$ cat src/rtl/core/esc_pkg.sv
// Package for the epoch seconds to calendar converter.
// Holds the result structs and the constant tables of year and month starts.
// No dependencies; every file of the block imports it.
package esc_pkg;

	localparam int EPOCH_YEAR = 1970;
	// Years 1970 through 2106 cover every 32-bit seconds count.
	localparam int YEAR_COUNT = 137;
	localparam int YEAR_IDX_W = 8;
	localparam int DAYS_W = 16;
	localparam int DOY_W = 9;
	localparam int SOD_W = 17;
	localparam int MONTHS = 12;
	localparam int FIRST_AFTER_FEB = 2;

	localparam int EPOCH_MOD4 = EPOCH_YEAR % 4;
	localparam int EPOCH_MOD100 = EPOCH_YEAR % 100;
	localparam int EPOCH_MOD400 = EPOCH_YEAR % 400;

	// Exact reciprocals. Each product is shifted right by the named amount.
	localparam logic [25:0] DAY_RECIP = 26'd50903317;   // 1/675, shift 35, on t >> 7
	localparam int DAY_SHIFT = 35;
	localparam logic [16:0] SECS_PER_DAY = 17'd86400;
	localparam logic [15:0] YEAR_RECIP = 16'd45840;     // 1/366, shift 24
	localparam int YEAR_SHIFT = 24;
	localparam logic [13:0] HOUR_RECIP = 14'd9321;      // 1/225, shift 21, on sod >> 4
	localparam int HOUR_SHIFT = 21;
	localparam logic [11:0] SECS_PER_HOUR = 12'd3600;
	localparam logic [10:0] MIN_RECIP = 11'd1093;       // 1/15, shift 14, on rem >> 2
	localparam int MIN_SHIFT = 14;
	localparam logic [5:0] SECS_PER_MIN = 6'd60;

	typedef logic [DAYS_W-1:0] ystart_tab_t [0:YEAR_COUNT-1];
	typedef logic [DOY_W-1:0] mstart_tab_t [0:MONTHS-1];

	// First day of each month in a common year, counted from zero.
	localparam mstart_tab_t MONTH_START = '{
		9'd0, 9'd31, 9'd59, 9'd90, 9'd120, 9'd151,
		9'd181, 9'd212, 9'd243, 9'd273, 9'd304, 9'd334
	};

	typedef struct packed {
		logic [11:0] year;
		logic [3:0]  month;
		logic [4:0]  day;
	} date_t;

	typedef struct packed {
		logic [4:0] hour;
		logic [5:0] minute;
		logic [5:0] second;
	} tod_t;

	// Leap flag of each year, built at elaboration with wrapping counters.
	function automatic logic [YEAR_COUNT-1:0] build_year_leap();
		logic [YEAR_COUNT-1:0] flags;
		int m4;
		int m100;
		int m400;
		flags = '0;
		m4 = EPOCH_MOD4;
		m100 = EPOCH_MOD100;
		m400 = EPOCH_MOD400;
		for (int i = 0; i < YEAR_COUNT; i++) begin
			flags[i] = ((m4 == 0) && (m100 != 0)) || (m400 == 0);
			m4 = (m4 == 3) ? 0 : m4 + 1;
			m100 = (m100 == 99) ? 0 : m100 + 1;
			m400 = (m400 == 399) ? 0 : m400 + 1;
		end
		return flags;
	endfunction

	localparam logic [YEAR_COUNT-1:0] YEAR_LEAP = build_year_leap();

	// Day number since the epoch on which each year begins.
	function automatic ystart_tab_t build_year_start();
		ystart_tab_t tab;
		int acc;
		acc = 0;
		for (int i = 0; i < YEAR_COUNT; i++) begin
			tab[i] = DAYS_W'(acc);
			acc = acc + (YEAR_LEAP[i] ? 366 : 365);
		end
		return tab;
	endfunction

	localparam ystart_tab_t YEAR_START = build_year_start();

endpackage

$ cat src/rtl/core/epoch_seconds_to_calendar.sv
// Epoch seconds to UTC calendar date and time, streaming top level.
// Instantiates esc_split, esc_date and esc_tod; uses esc_pkg.
//
// Each 32-bit count of seconds since 1970-01-01 00:00:00 UTC is converted to the
// Gregorian year (1970..2106), month, day, hour, minute and second, leap seconds
// not counted. The block takes one transfer per cycle unless the output stalls and
// returns the results in the order of their inputs. The depth comes from the
// chain of constant-reciprocal multiplies (days, year estimate, hour, minute),
// each followed by a register before the remainder that uses it. The whole
// pipeline advances together: when a result waits at the output and the sink is
// not ready, s_tready drops until the result is taken.
module epoch_seconds_to_calendar (
	input  logic        clk,
	input  logic        arst_n,
	input  logic        s_tvalid,
	output logic        s_tready,
	input  logic [31:0] s_tdata,   // [31:0] epoch_seconds
	output logic        m_tvalid,
	input  logic        m_tready,
	output logic [39:0] m_tdata    // year[11:0] month[15:12] day[20:16] hour[25:21]
	                               // minute[31:26] second[37:32], zero above
);
	import esc_pkg::*;

	localparam int DEPTH = 7;

	logic              en;
	logic [DEPTH-1:0]  vld_q;
	logic [DAYS_W-1:0] days_s3;
	logic [SOD_W-1:0]  sod_s3;
	date_t             date_s7;
	tod_t              tod_s7;

	assign en = !vld_q[DEPTH-1] || m_tready;
	assign s_tready = en;
	assign m_tvalid = vld_q[DEPTH-1];

	always_ff @(posedge clk or negedge arst_n) begin
		if (!arst_n) begin
			vld_q <= '0;
		end else if (en) begin
			vld_q <= {vld_q[DEPTH-2:0], s_tvalid};
		end
	end

	esc_split u_split (
		.clk           (clk),
		.en            (en),
		.epoch_seconds (s_tdata),
		.days_s3       (days_s3),
		.sod_s3        (sod_s3)
	);

	esc_date u_date (
		.clk     (clk),
		.en      (en),
		.days_s3 (days_s3),
		.date_s7 (date_s7)
	);

	esc_tod u_tod (
		.clk    (clk),
		.en     (en),
		.sod_s3 (sod_s3),
		.tod_s7 (tod_s7)
	);

	assign m_tdata = {2'b00, tod_s7.second, tod_s7.minute, tod_s7.hour,
		date_s7.day, date_s7.month, date_s7.year};

	a_month_range: assert property (@(posedge clk) disable iff (!arst_n)
		m_tvalid |-> (m_tdata[15:12] != 4'd0) && (m_tdata[15:12] <= 4'd12))
		else $error("month out of range");

	a_time_range: assert property (@(posedge clk) disable iff (!arst_n)
		m_tvalid |-> (m_tdata[25:21] < 5'd24) && (m_tdata[31:26] < 6'd60)
			&& (m_tdata[37:32] < 6'd60))
		else $error("time of day out of range");

	a_day_range: assert property (@(posedge clk) disable iff (!arst_n)
		m_tvalid |-> (m_tdata[20:16] != 5'd0) && (m_tdata[11:0] >= 12'd1970)
			&& (m_tdata[11:0] <= 12'd2106))
		else $error("day or year out of range");

	a_stall_blocks_input: assert property (@(posedge clk) disable iff (!arst_n)
		(m_tvalid && !m_tready) |-> !s_tready)
		else $error("input taken while the output is stalled");

endmodule

$ cat src/rtl/core/esc_split.sv
// Splits the seconds count into whole days and the second of the day.
// Holds the input register and two stages; uses esc_pkg.
module esc_split (
	input  logic                      clk,
	input  logic                      en,
	input  logic [31:0]               epoch_seconds,
	output logic [esc_pkg::DAYS_W-1:0] days_s3,
	output logic [esc_pkg::SOD_W-1:0]  sod_s3
);
	import esc_pkg::*;

	logic [31:0]        t_s1;
	logic [31:0]        t_s2;
	logic [DAYS_W-1:0]  days_s2;
	logic [50:0]        qprod;
	logic [32:0]        dprod;
	logic [31:0]        sod_full;

	// The low seven bits of 86400 are zero, so divide t >> 7 by 675.
	assign qprod = t_s1[31:7] * DAY_RECIP;
	assign dprod = days_s2 * SECS_PER_DAY;
	assign sod_full = t_s2 - dprod[31:0];

	always_ff @(posedge clk) begin
		if (en) begin
			t_s1 <= epoch_seconds;
			t_s2 <= t_s1;
			days_s2 <= qprod[DAY_SHIFT +: DAYS_W];
			days_s3 <= days_s2;
			sod_s3 <= sod_full[SOD_W-1:0];
		end
	end

endmodule

$ cat src/rtl/core/esc_date.sv
// Turns a day count since the epoch into year, month and day of month.
// Four stages: year estimate, year correction, month search, output; uses esc_pkg.
module esc_date (
	input  logic                       clk,
	input  logic                       en,
	input  logic [esc_pkg::DAYS_W-1:0] days_s3,
	output esc_pkg::date_t             date_s7
);
	import esc_pkg::*;

	logic [31:0]           yprod;
	logic [YEAR_IDX_W-1:0] yest_s4;
	logic [DAYS_W-1:0]     days_s4;
	logic [YEAR_IDX_W-1:0] ynext;
	logic                  ahead;
	logic [YEAR_IDX_W-1:0] yidx;
	logic [DAYS_W-1:0]     ybase;
	logic [DAYS_W-1:0]     doy_full;
	logic [YEAR_IDX_W-1:0] yidx_s5;
	logic [DOY_W-1:0]      doy_s5;
	logic                  leap_s5;
	logic [DOY_W-1:0]      lim;
	logic [DOY_W-1:0]      mbase;
	logic [3:0]            midx;
	logic [DOY_W-1:0]      dom;
	date_t                 date_s6;

	// days / 366 never exceeds the true year offset and trails it by at most one.
	assign yprod = days_s3 * YEAR_RECIP;

	assign ynext = yest_s4 + YEAR_IDX_W'(1);
	assign ahead = days_s4 >= YEAR_START[ynext];
	assign yidx = ahead ? ynext : yest_s4;
	assign ybase = ahead ? YEAR_START[ynext] : YEAR_START[yest_s4];
	assign doy_full = days_s4 - ybase;

	// Month boundaries from March on move one day later in a leap year.
	always_comb begin
		midx = '0;
		mbase = '0;
		lim = '0;
		for (int m = 1; m < MONTHS; m++) begin
			lim = MONTH_START[m] + DOY_W'(leap_s5 && (m >= FIRST_AFTER_FEB));
			if (doy_s5 >= lim) begin
				midx = 4'(m);
				mbase = lim;
			end
		end
	end

	assign dom = doy_s5 - mbase + DOY_W'(1);

	always_ff @(posedge clk) begin
		if (en) begin
			yest_s4 <= yprod[YEAR_SHIFT +: YEAR_IDX_W];
			days_s4 <= days_s3;
			yidx_s5 <= yidx;
			doy_s5 <= doy_full[DOY_W-1:0];
			leap_s5 <= YEAR_LEAP[yidx];
			date_s6.year <= 12'(EPOCH_YEAR) + 12'(yidx_s5);
			date_s6.month <= midx + 4'd1;
			date_s6.day <= dom[4:0];
			date_s7 <= date_s6;
		end
	end

endmodule

$ cat src/rtl/core/esc_tod.sv
// Turns the second of the day into hour, minute and second.
// Four stages alternating reciprocal multiply and remainder; uses esc_pkg.
module esc_tod (
	input  logic                      clk,
	input  logic                      en,
	input  logic [esc_pkg::SOD_W-1:0] sod_s3,
	output esc_pkg::tod_t             tod_s7
);
	import esc_pkg::*;

	logic [26:0]       hprod;
	logic [SOD_W-1:0]  sod_s4;
	logic [4:0]        hour_s4;
	logic [16:0]       hsecs;
	logic [16:0]       rem_full;
	logic [11:0]       rem_s5;
	logic [4:0]        hour_s5;
	logic [20:0]       mprod;
	logic [11:0]       rem_s6;
	logic [4:0]        hour_s6;
	logic [5:0]        minute_s6;
	logic [11:0]       msecs;
	logic [11:0]       sec_full;

	// 3600 = 16 * 225 and 60 = 4 * 15; the reciprocals are exact over these ranges.
	assign hprod = sod_s3[SOD_W-1:4] * HOUR_RECIP;
	assign hsecs = hour_s4 * SECS_PER_HOUR;
	assign rem_full = sod_s4 - hsecs;
	assign mprod = rem_s5[11:2] * MIN_RECIP;
	assign msecs = minute_s6 * SECS_PER_MIN;
	assign sec_full = rem_s6 - msecs;

	always_ff @(posedge clk) begin
		if (en) begin
			sod_s4 <= sod_s3;
			hour_s4 <= hprod[HOUR_SHIFT +: 5];
			rem_s5 <= rem_full[11:0];
			hour_s5 <= hour_s4;
			rem_s6 <= rem_s5;
			hour_s6 <= hour_s5;
			minute_s6 <= mprod[MIN_SHIFT +: 6];
			tod_s7.hour <= hour_s6;
			tod_s7.minute <= minute_s6;
			tod_s7.second <= sec_full[5:0];
		end
	end

endmodule

$ cat config.mk
export PLATFORM = sky130hd
export DESIGN_NAME = epoch_seconds_to_calendar
export DESIGN_NICKNAME = d
export VERILOG_FILES = /design/src/rtl/core/esc_pkg.sv /design/src/rtl/core/epoch_seconds_to_calendar.sv /design/src/rtl/core/esc_split.sv /design/src/rtl/core/esc_date.sv /design/src/rtl/core/esc_tod.sv
export SDC_FILE = /design/constraint.sdc
export NUM_CORES = 1
export LEC_CHECK = 0
export ABC_CLOCK_PERIOD_IN_PS = 13400
export BUFFER_PORTS_ARGS = -buffer_cell sky130_fd_sc_hd__buf_2
export CORE_ASPECT_RATIO = 0.9
export CORE_MARGIN = 8
export CORE_UTILIZATION = 65
export DETAILED_ROUTE_END_ITERATION = 8
export PLACE_DENSITY_LB_ADDON = 0.2
export SLEW_MARGIN = 20
export SYNTH_ARGS = -nofsm -noshare
export SYNTH_HDL_FRONTEND = slang
export SYNTH_SLANG_ARGS = --single-unit
$ cat constraint.sdc
create_clock -name clk -period 13.4 [get_ports clk]
set_clock_uncertainty 0.1 [all_clocks]
set_input_delay 2.68 -clock clk [delete_from_list [all_inputs] [get_ports clk]]
set_output_delay 2.68 -clock clk [all_outputs]
set_load 0.05 [all_outputs]
======== After elaboration in Yosys (flattened, before gate mapping) ========
Memories as Yosys holds them, arrays and structs flattened. A register that Yosys moved wholly into a read port is not among the register bits.
Index checks and enable logic that the tools add are counted.
Widths: inputs -> output; s select.
word-level totals
  logic and storage cells ................. 101
  register bits ........................... 256
  memories kept ........................... 3
  input bits .............................. 36
  memory bits (read-only) ................. 8448
  output and inout bits ................... 42
cells by class
  reduce and logical (&&, ||, !) cells .... 2
  multiply operators ...................... 7
  add/subtract/negate cells ............... 19
  mux-type cells .......................... 28
  order comparisons ....................... 14
  bitwise logic cells ..................... 2
memory list
  name             words  width  read ports  clocked after memory_dff  write ports  RTL line        text
  (no name shown)  256    16     1           0                         0            esc_date.sv:32  assign ahead = days_s4 >= YEAR_START[ynext];
  (no name shown)  256    16     1           0                         0            esc_date.sv:34  assign ybase = ahead ? YEAR_START[ynext] : YEAR_START[yest_s4];
  (no name shown)  256    1      1           1                         0            esc_date.sv:59  leap_s5 <= YEAR_LEAP[yidx];
operators by type and width
  operator                count
  $ge 9x9->1              7
  $mux 5                  11
  $mul 25x26->51 const B  1
  $mux 4                  10
  $add 8x1->9 const A     4
  $mux 16                 2
  $mul 16x12->28 const B  1
  $add 9x1->9 const A     3
  $mux 9                  3
  $mul 13x14->26 const B  1
  $mul 10x11->20 const B  1
  $ge 9x8->1              2
  $ge 9x9->1 const B      2
  $not 8->9               2
  $sub 17x17->17          1
  $add 7x1->8 const A     2
  $ge 16x16->1            1
  $mul 16x10->10 const B  1
  $add 11x8->12 const A   1
  $sub 12x12->12          1
  $ge 9x5->1 const B      1
  $ge 9x7->1              1
  $sub 9x9->9             1
  $add 8x1->8 const B     1
  11 further kinds        11

======== Depth between registers and ports, before layout ========
  depth in word-level cells ............... 14
  mapped depth ............................ 34
  mapped depth without buffers ............ 29

======== By module ========
A second synthesis with hierarchy kept.
unflattened totals
  cell total of the unflattened synthesis .. 3090
  area, all modules ....................... 31438.9 µm²
by module, submodules not included
  module                     times used  area an instance (µm²)  sequential area each (µm²)  cells an instance
  esc_split                  1           13581.8                 2942.8                      1208
  esc_date                   1           11725.0                 2522.4                      1384
  esc_tod                    1           5816.8                  2042.0                      479
  epoch_seconds_to_calendar  1           315.3                   175.2                       19

======== Worst setup path after synthesis ========
Ideal clock, no wire load.
  path kind ............................... input to output
  from .................................... in m_tready
  to ...................................... out s_tready
  path slack .............................. 503 ps
  data required time ...................... 10620 ps
  cell stages on the path ................. 2
  arrival ................................. 10117 ps
  path buffers ............................ 1
  cell sequence ........................... nand2b_1 > clkbuf_1
between the ends
  word-level cells in the longest chain between the ends .. 1
RTL lines
  element             RTL line                         text
  start: declaration  epoch_seconds_to_calendar.sv:19  input logic m_tready,
  $logic_or 1x1->1    epoch_seconds_to_calendar.sv:34  assign en = !vld_q[DEPTH-1] || m_tready;
  end: declaration    epoch_seconds_to_calendar.sv:16  output logic s_tready,
No other way between the ends.

======== Final worst setup path ========
  from .................................... reg u_date.yest_s4[0]
  to ...................................... reg u_date.doy_s5[8], data pin
between the ends
  word-level cells in the longest chain between the ends .. 8
  elaborated cells between the ends (all ways) .. 12
  those cells by class .................... add/sub: 2; order compare: 1; mux: 5; bitwise: 2; memory: 2
RTL lines
  element                                     RTL line                        text
  start: declaration                          esc_date.sv:12                  logic [YEAR_IDX_W-1:0] yest_s4;
  start signal: assignment                    esc_date.sv:55                  yest_s4 <= yprod[YEAR_SHIFT +: YEAR_IDX_W];
  $add 8x1->8                                 esc_date.sv:31                  assign ynext = yest_s4 + YEAR_IDX_W'(1);
  $not 8->9 (implied by the code)             esc_date.sv:32, esc_date.sv:34
  $mem_v2 256x16                              n/a
  $mux 16 (implied by the code) (2 in a row)  esc_date.sv:32
  $ge 16x16->1                                esc_date.sv:32
  $mux 9 (*)                                  esc_date.sv:34
  $sub 9x9->9 (*)                             esc_date.sv:35                  assign doy_full = days_s4 - ybase;
  net u_date.doy_full[8]                      esc_date.sv:18                  logic [DAYS_W-1:0] doy_full;
  end signal: assignment                      esc_date.sv:58                  doy_s5 <= doy_full[DOY_W-1:0];
  end: declaration                            esc_date.sv:20                  logic [DOY_W-1:0] doy_s5;
The timed path passes the listed nets; every way through them passes the cells marked *. The select of a mux whose other input is x is not followed.
A chain may end at the register's enable or synchronous reset.

==> impl_metrics.json <==
{
  "start_kind": "flip-flop",
  "hold_viol_final": 0,
  "synth_top_cells_by_area": "ha_1 25%, edfxtp_1 25%, fa_1 18%, inv_1 7.4%, a21oi_1 2.4%",
  "crit_type": "reg2reg",
  "clkTransAtPathRegs_ns": 0.06,
  "slew_viol_final": 0,
  "antenna_found_initial": 0,
  "cts_resized": 0,
  "worst_pin_slew_ns": 1.05,
  "final_nets": 3931,
  "die_x_um": 245,
  "cts_setup_buffers": 0,
  "synth-seq-cells": 257,
  "drcViolationCount": 0,
  "io-pin-count": 78,
  "placed_cells": 3585,
  "ys_seq_area_share_pct": 25.1,
  "numPortBuffers": 75,
  "synth_top_area_share_pct": 25.4,
  "final_cells": 3640,
  "async_flop_share_pct": 2.72,
  "drive_gt1_share_pct": 6.45,
  "fmax_ghz": 0.118,
  "drv_cap": 0,
  "hold_buffers": 0,
  "htreeDepth": 1,
  "root_buffer": "clkbuf_16",
  "routed_wl_um": 70100,
  "cts_tree": "built",
  "maxSlewHeadroom_pct": 30.0,
  "row_count": 75,
  "netlist_top_cells_count": "620 x ha_1, 601 x inv_1, 274 x fa_1",
  "clock_sinks": 257,
  "grt-ovfl-total": 0,
  "drt-initial-drc-count": 1441,
  "grt_max_degree": 94,
  "wl_per_cell_um": 19.3,
  "clk_latency_ns": 0.59,
  "status": "completed",
  "n_antenna_cell": 0,
  "place_hpwl_um": 54200,
  "die_h_um": 222,
  "setup_tns_ns": 0,
  "slowest_stage": "ha_1",
  "core_um2": 46500,
  "gp_congestion": 0.961,
  "clockBufferDepth": 3,
  "ys_warn_count": 0,
  "cts_buffers": 30,
  "critPathCaptureType": "flip-flop",
  "synth_cells": 2958,
  "synth-main-ff-cell": "edfxtp_1",
  "synth_edf_count": 250,
  "first_global_vias": 22400,
  "setup_viol": 0,
  "cp.required_ns": 13.63,
  "dr.pass1.iters": 5,
  "rsz0062_at_grt": "no",
  "synthToLayoutAreaGrowth_pct": 6.42,
  "cp_slowest_stage_delay_ns": 0.84,
  "yosysTopAreaCell": "ha_1",
  "vias": 21400,
  "antenna_left": 0,
  "crit_arrival_ns": 8.68,
  "synth_area_per_cell_um2": 10.3,
  "critPathMaxFanout": 39,
  "fp.dieArea_um2": 54200,
  "start_util_pct": 65.7,
  "cpMostUsedCell": "ha_1",
  "fin_crit_ns": 8.45,
  "min_period_over_period_pct": 63.1,
  "hold_path_class": "reg2reg",
  "grt_pass1_wl_um": 115000,
  "whs_ns": 0.317,
  "yosysUniqueCellTypes": 79,
  "track_usage_pct": 26.0,
  "syn-cell-area_um2": 30600,
  "post-synth-top-count-cell": "ha_1",
  "via_per_inst": 5.88
}
## worst paths after layout
kind                                              end  slack (ns)                        start  cells past startpoint
min reg2reg                 u_tod.sod_s4[3]$_DFFE_PP_        0.32  u_split.sod_s3[3]$_DFFE_PP_                      0
min                         u_tod.sod_s4[3]$_DFFE_PP_        0.32  u_split.sod_s3[3]$_DFFE_PP_                      0
max in group asynchronous        vld_q[0]$_DFFE_PN0P_       11.22                       arst_n                      1
max reg2reg                u_date.doy_s5[8]$_DFFE_PP_        4.95  u_date.yest_s4[0]$_DFFE_PP_                     29
min in group asynchronous        vld_q[3]$_DFFE_PN0P_        1.82                       arst_n                      1
max                        u_date.doy_s5[8]$_DFFE_PP_        4.95  u_date.yest_s4[0]$_DFFE_PP_                     29
## flip-flops by register name, indices dropped and copies added, names as in the netlist
name,flops
u_date.doy_s5,9
u_tod.sod_s4,12
u_date.yidx_s5,8
u_date.date_s7,21
u_split.sod_s3,17
u_tod.hour_s5,5
u_tod.rem_s6,6
u_split.t_s1,32
u_tod.hour_s6,5
u_date.leap_s5,1
u_split.t_s2,17
u_tod.tod_s7,17
u_tod.hour_s4,5
u_date.days_s4,16
u_date.yest_s4,8
vld_q,7
u_date.date_s6,21
u_split.days_s3,16
u_split.days_s2,16
u_tod.rem_s5,12
u_tod.minute_s6,6
## placed cells by master (no fill, tap or decap), drive strengths merged, types with 7 or more instances in the layout
cell type    n
a2111oi      8
a211oi      30
a21boi       8
a21o        55
a21oi      146
a221oi       7
a311oi      13
a31oi       24
and2        10
and3        12
buf        103
clkbuf      34
clkinv      13
dfrtp        7
edfxtp     250
fa         274
ha         620
inv        607
mux2        11
mux2i       10
mux4         9
nand2      134
nand2b      28
nand3       29
nand4       10
nor2       131
nor2b       22
nor3        30
o211ai      24
o21a        15
o21ai      116
o21bai      11
o221ai       8
o311ai      13
o31ai       11
or3          7
xnor2       67
xor2        42
## per-stage QoR
stage	util, %	cell area (µm²)	setup slack, ns
after floorplan	-	30600	0.503
after global placement	67.7	31500	5.28
after detailed placement	67.7	31500	5.10
after CTS	69.9	32500	5.08
after global routing	69.9	32500	4.21
final	69.9	32500	4.95
## per-layer routing
layer	vias to the layer above	track usage, %	wire length (µm)
met2	676	42.8	32700
met5	-	0	0
met3	168	4.40	4920
met4	0	8.34	2360
li1	10200	-	-
met1	10400	34.7	30200
## area by class of cell
cell class,count,area [µm²]
multi-input cells,2004,20200
fillers,3453,14000
repair buffers,103,586
well taps,616,771
flip-flops and latches,257,7680
clock buffers,34,766
inverters,605,2270
clock inverters,21,243
## critical path: cells and delay by family, from the launching register on
| kind | cells | cell delay, ns |
|---|---|---|
| flops | 1 | 0.33 |
| xor+xnor | 2 | 0.26 |
| compound gates | 12 | 2.21 |
| fa+ha+maj | 5 | 2.39 |
| mux | 2 | 0.87 |
| buf+inv | 4 | 1.38 |
| simple gates | 4 | 0.59 |
## logic make-up after synthesis
family | Yosys count | share of synthesized area, %
buf+inv | 698 | 8.84
xor+xnor | 109 | 3.27
flops | 257 | 25.1
other cells | 1 | 0.0123
simple gates | 426 | 6.37
fa+ha+maj | 895 | 43.4
compound gates | 542 | 11.6
mux | 30 | 1.40
Power is left out: the tool's default activity adds up to more than one toggle a clock period on the data nets, which glitch-free logic cannot reach.
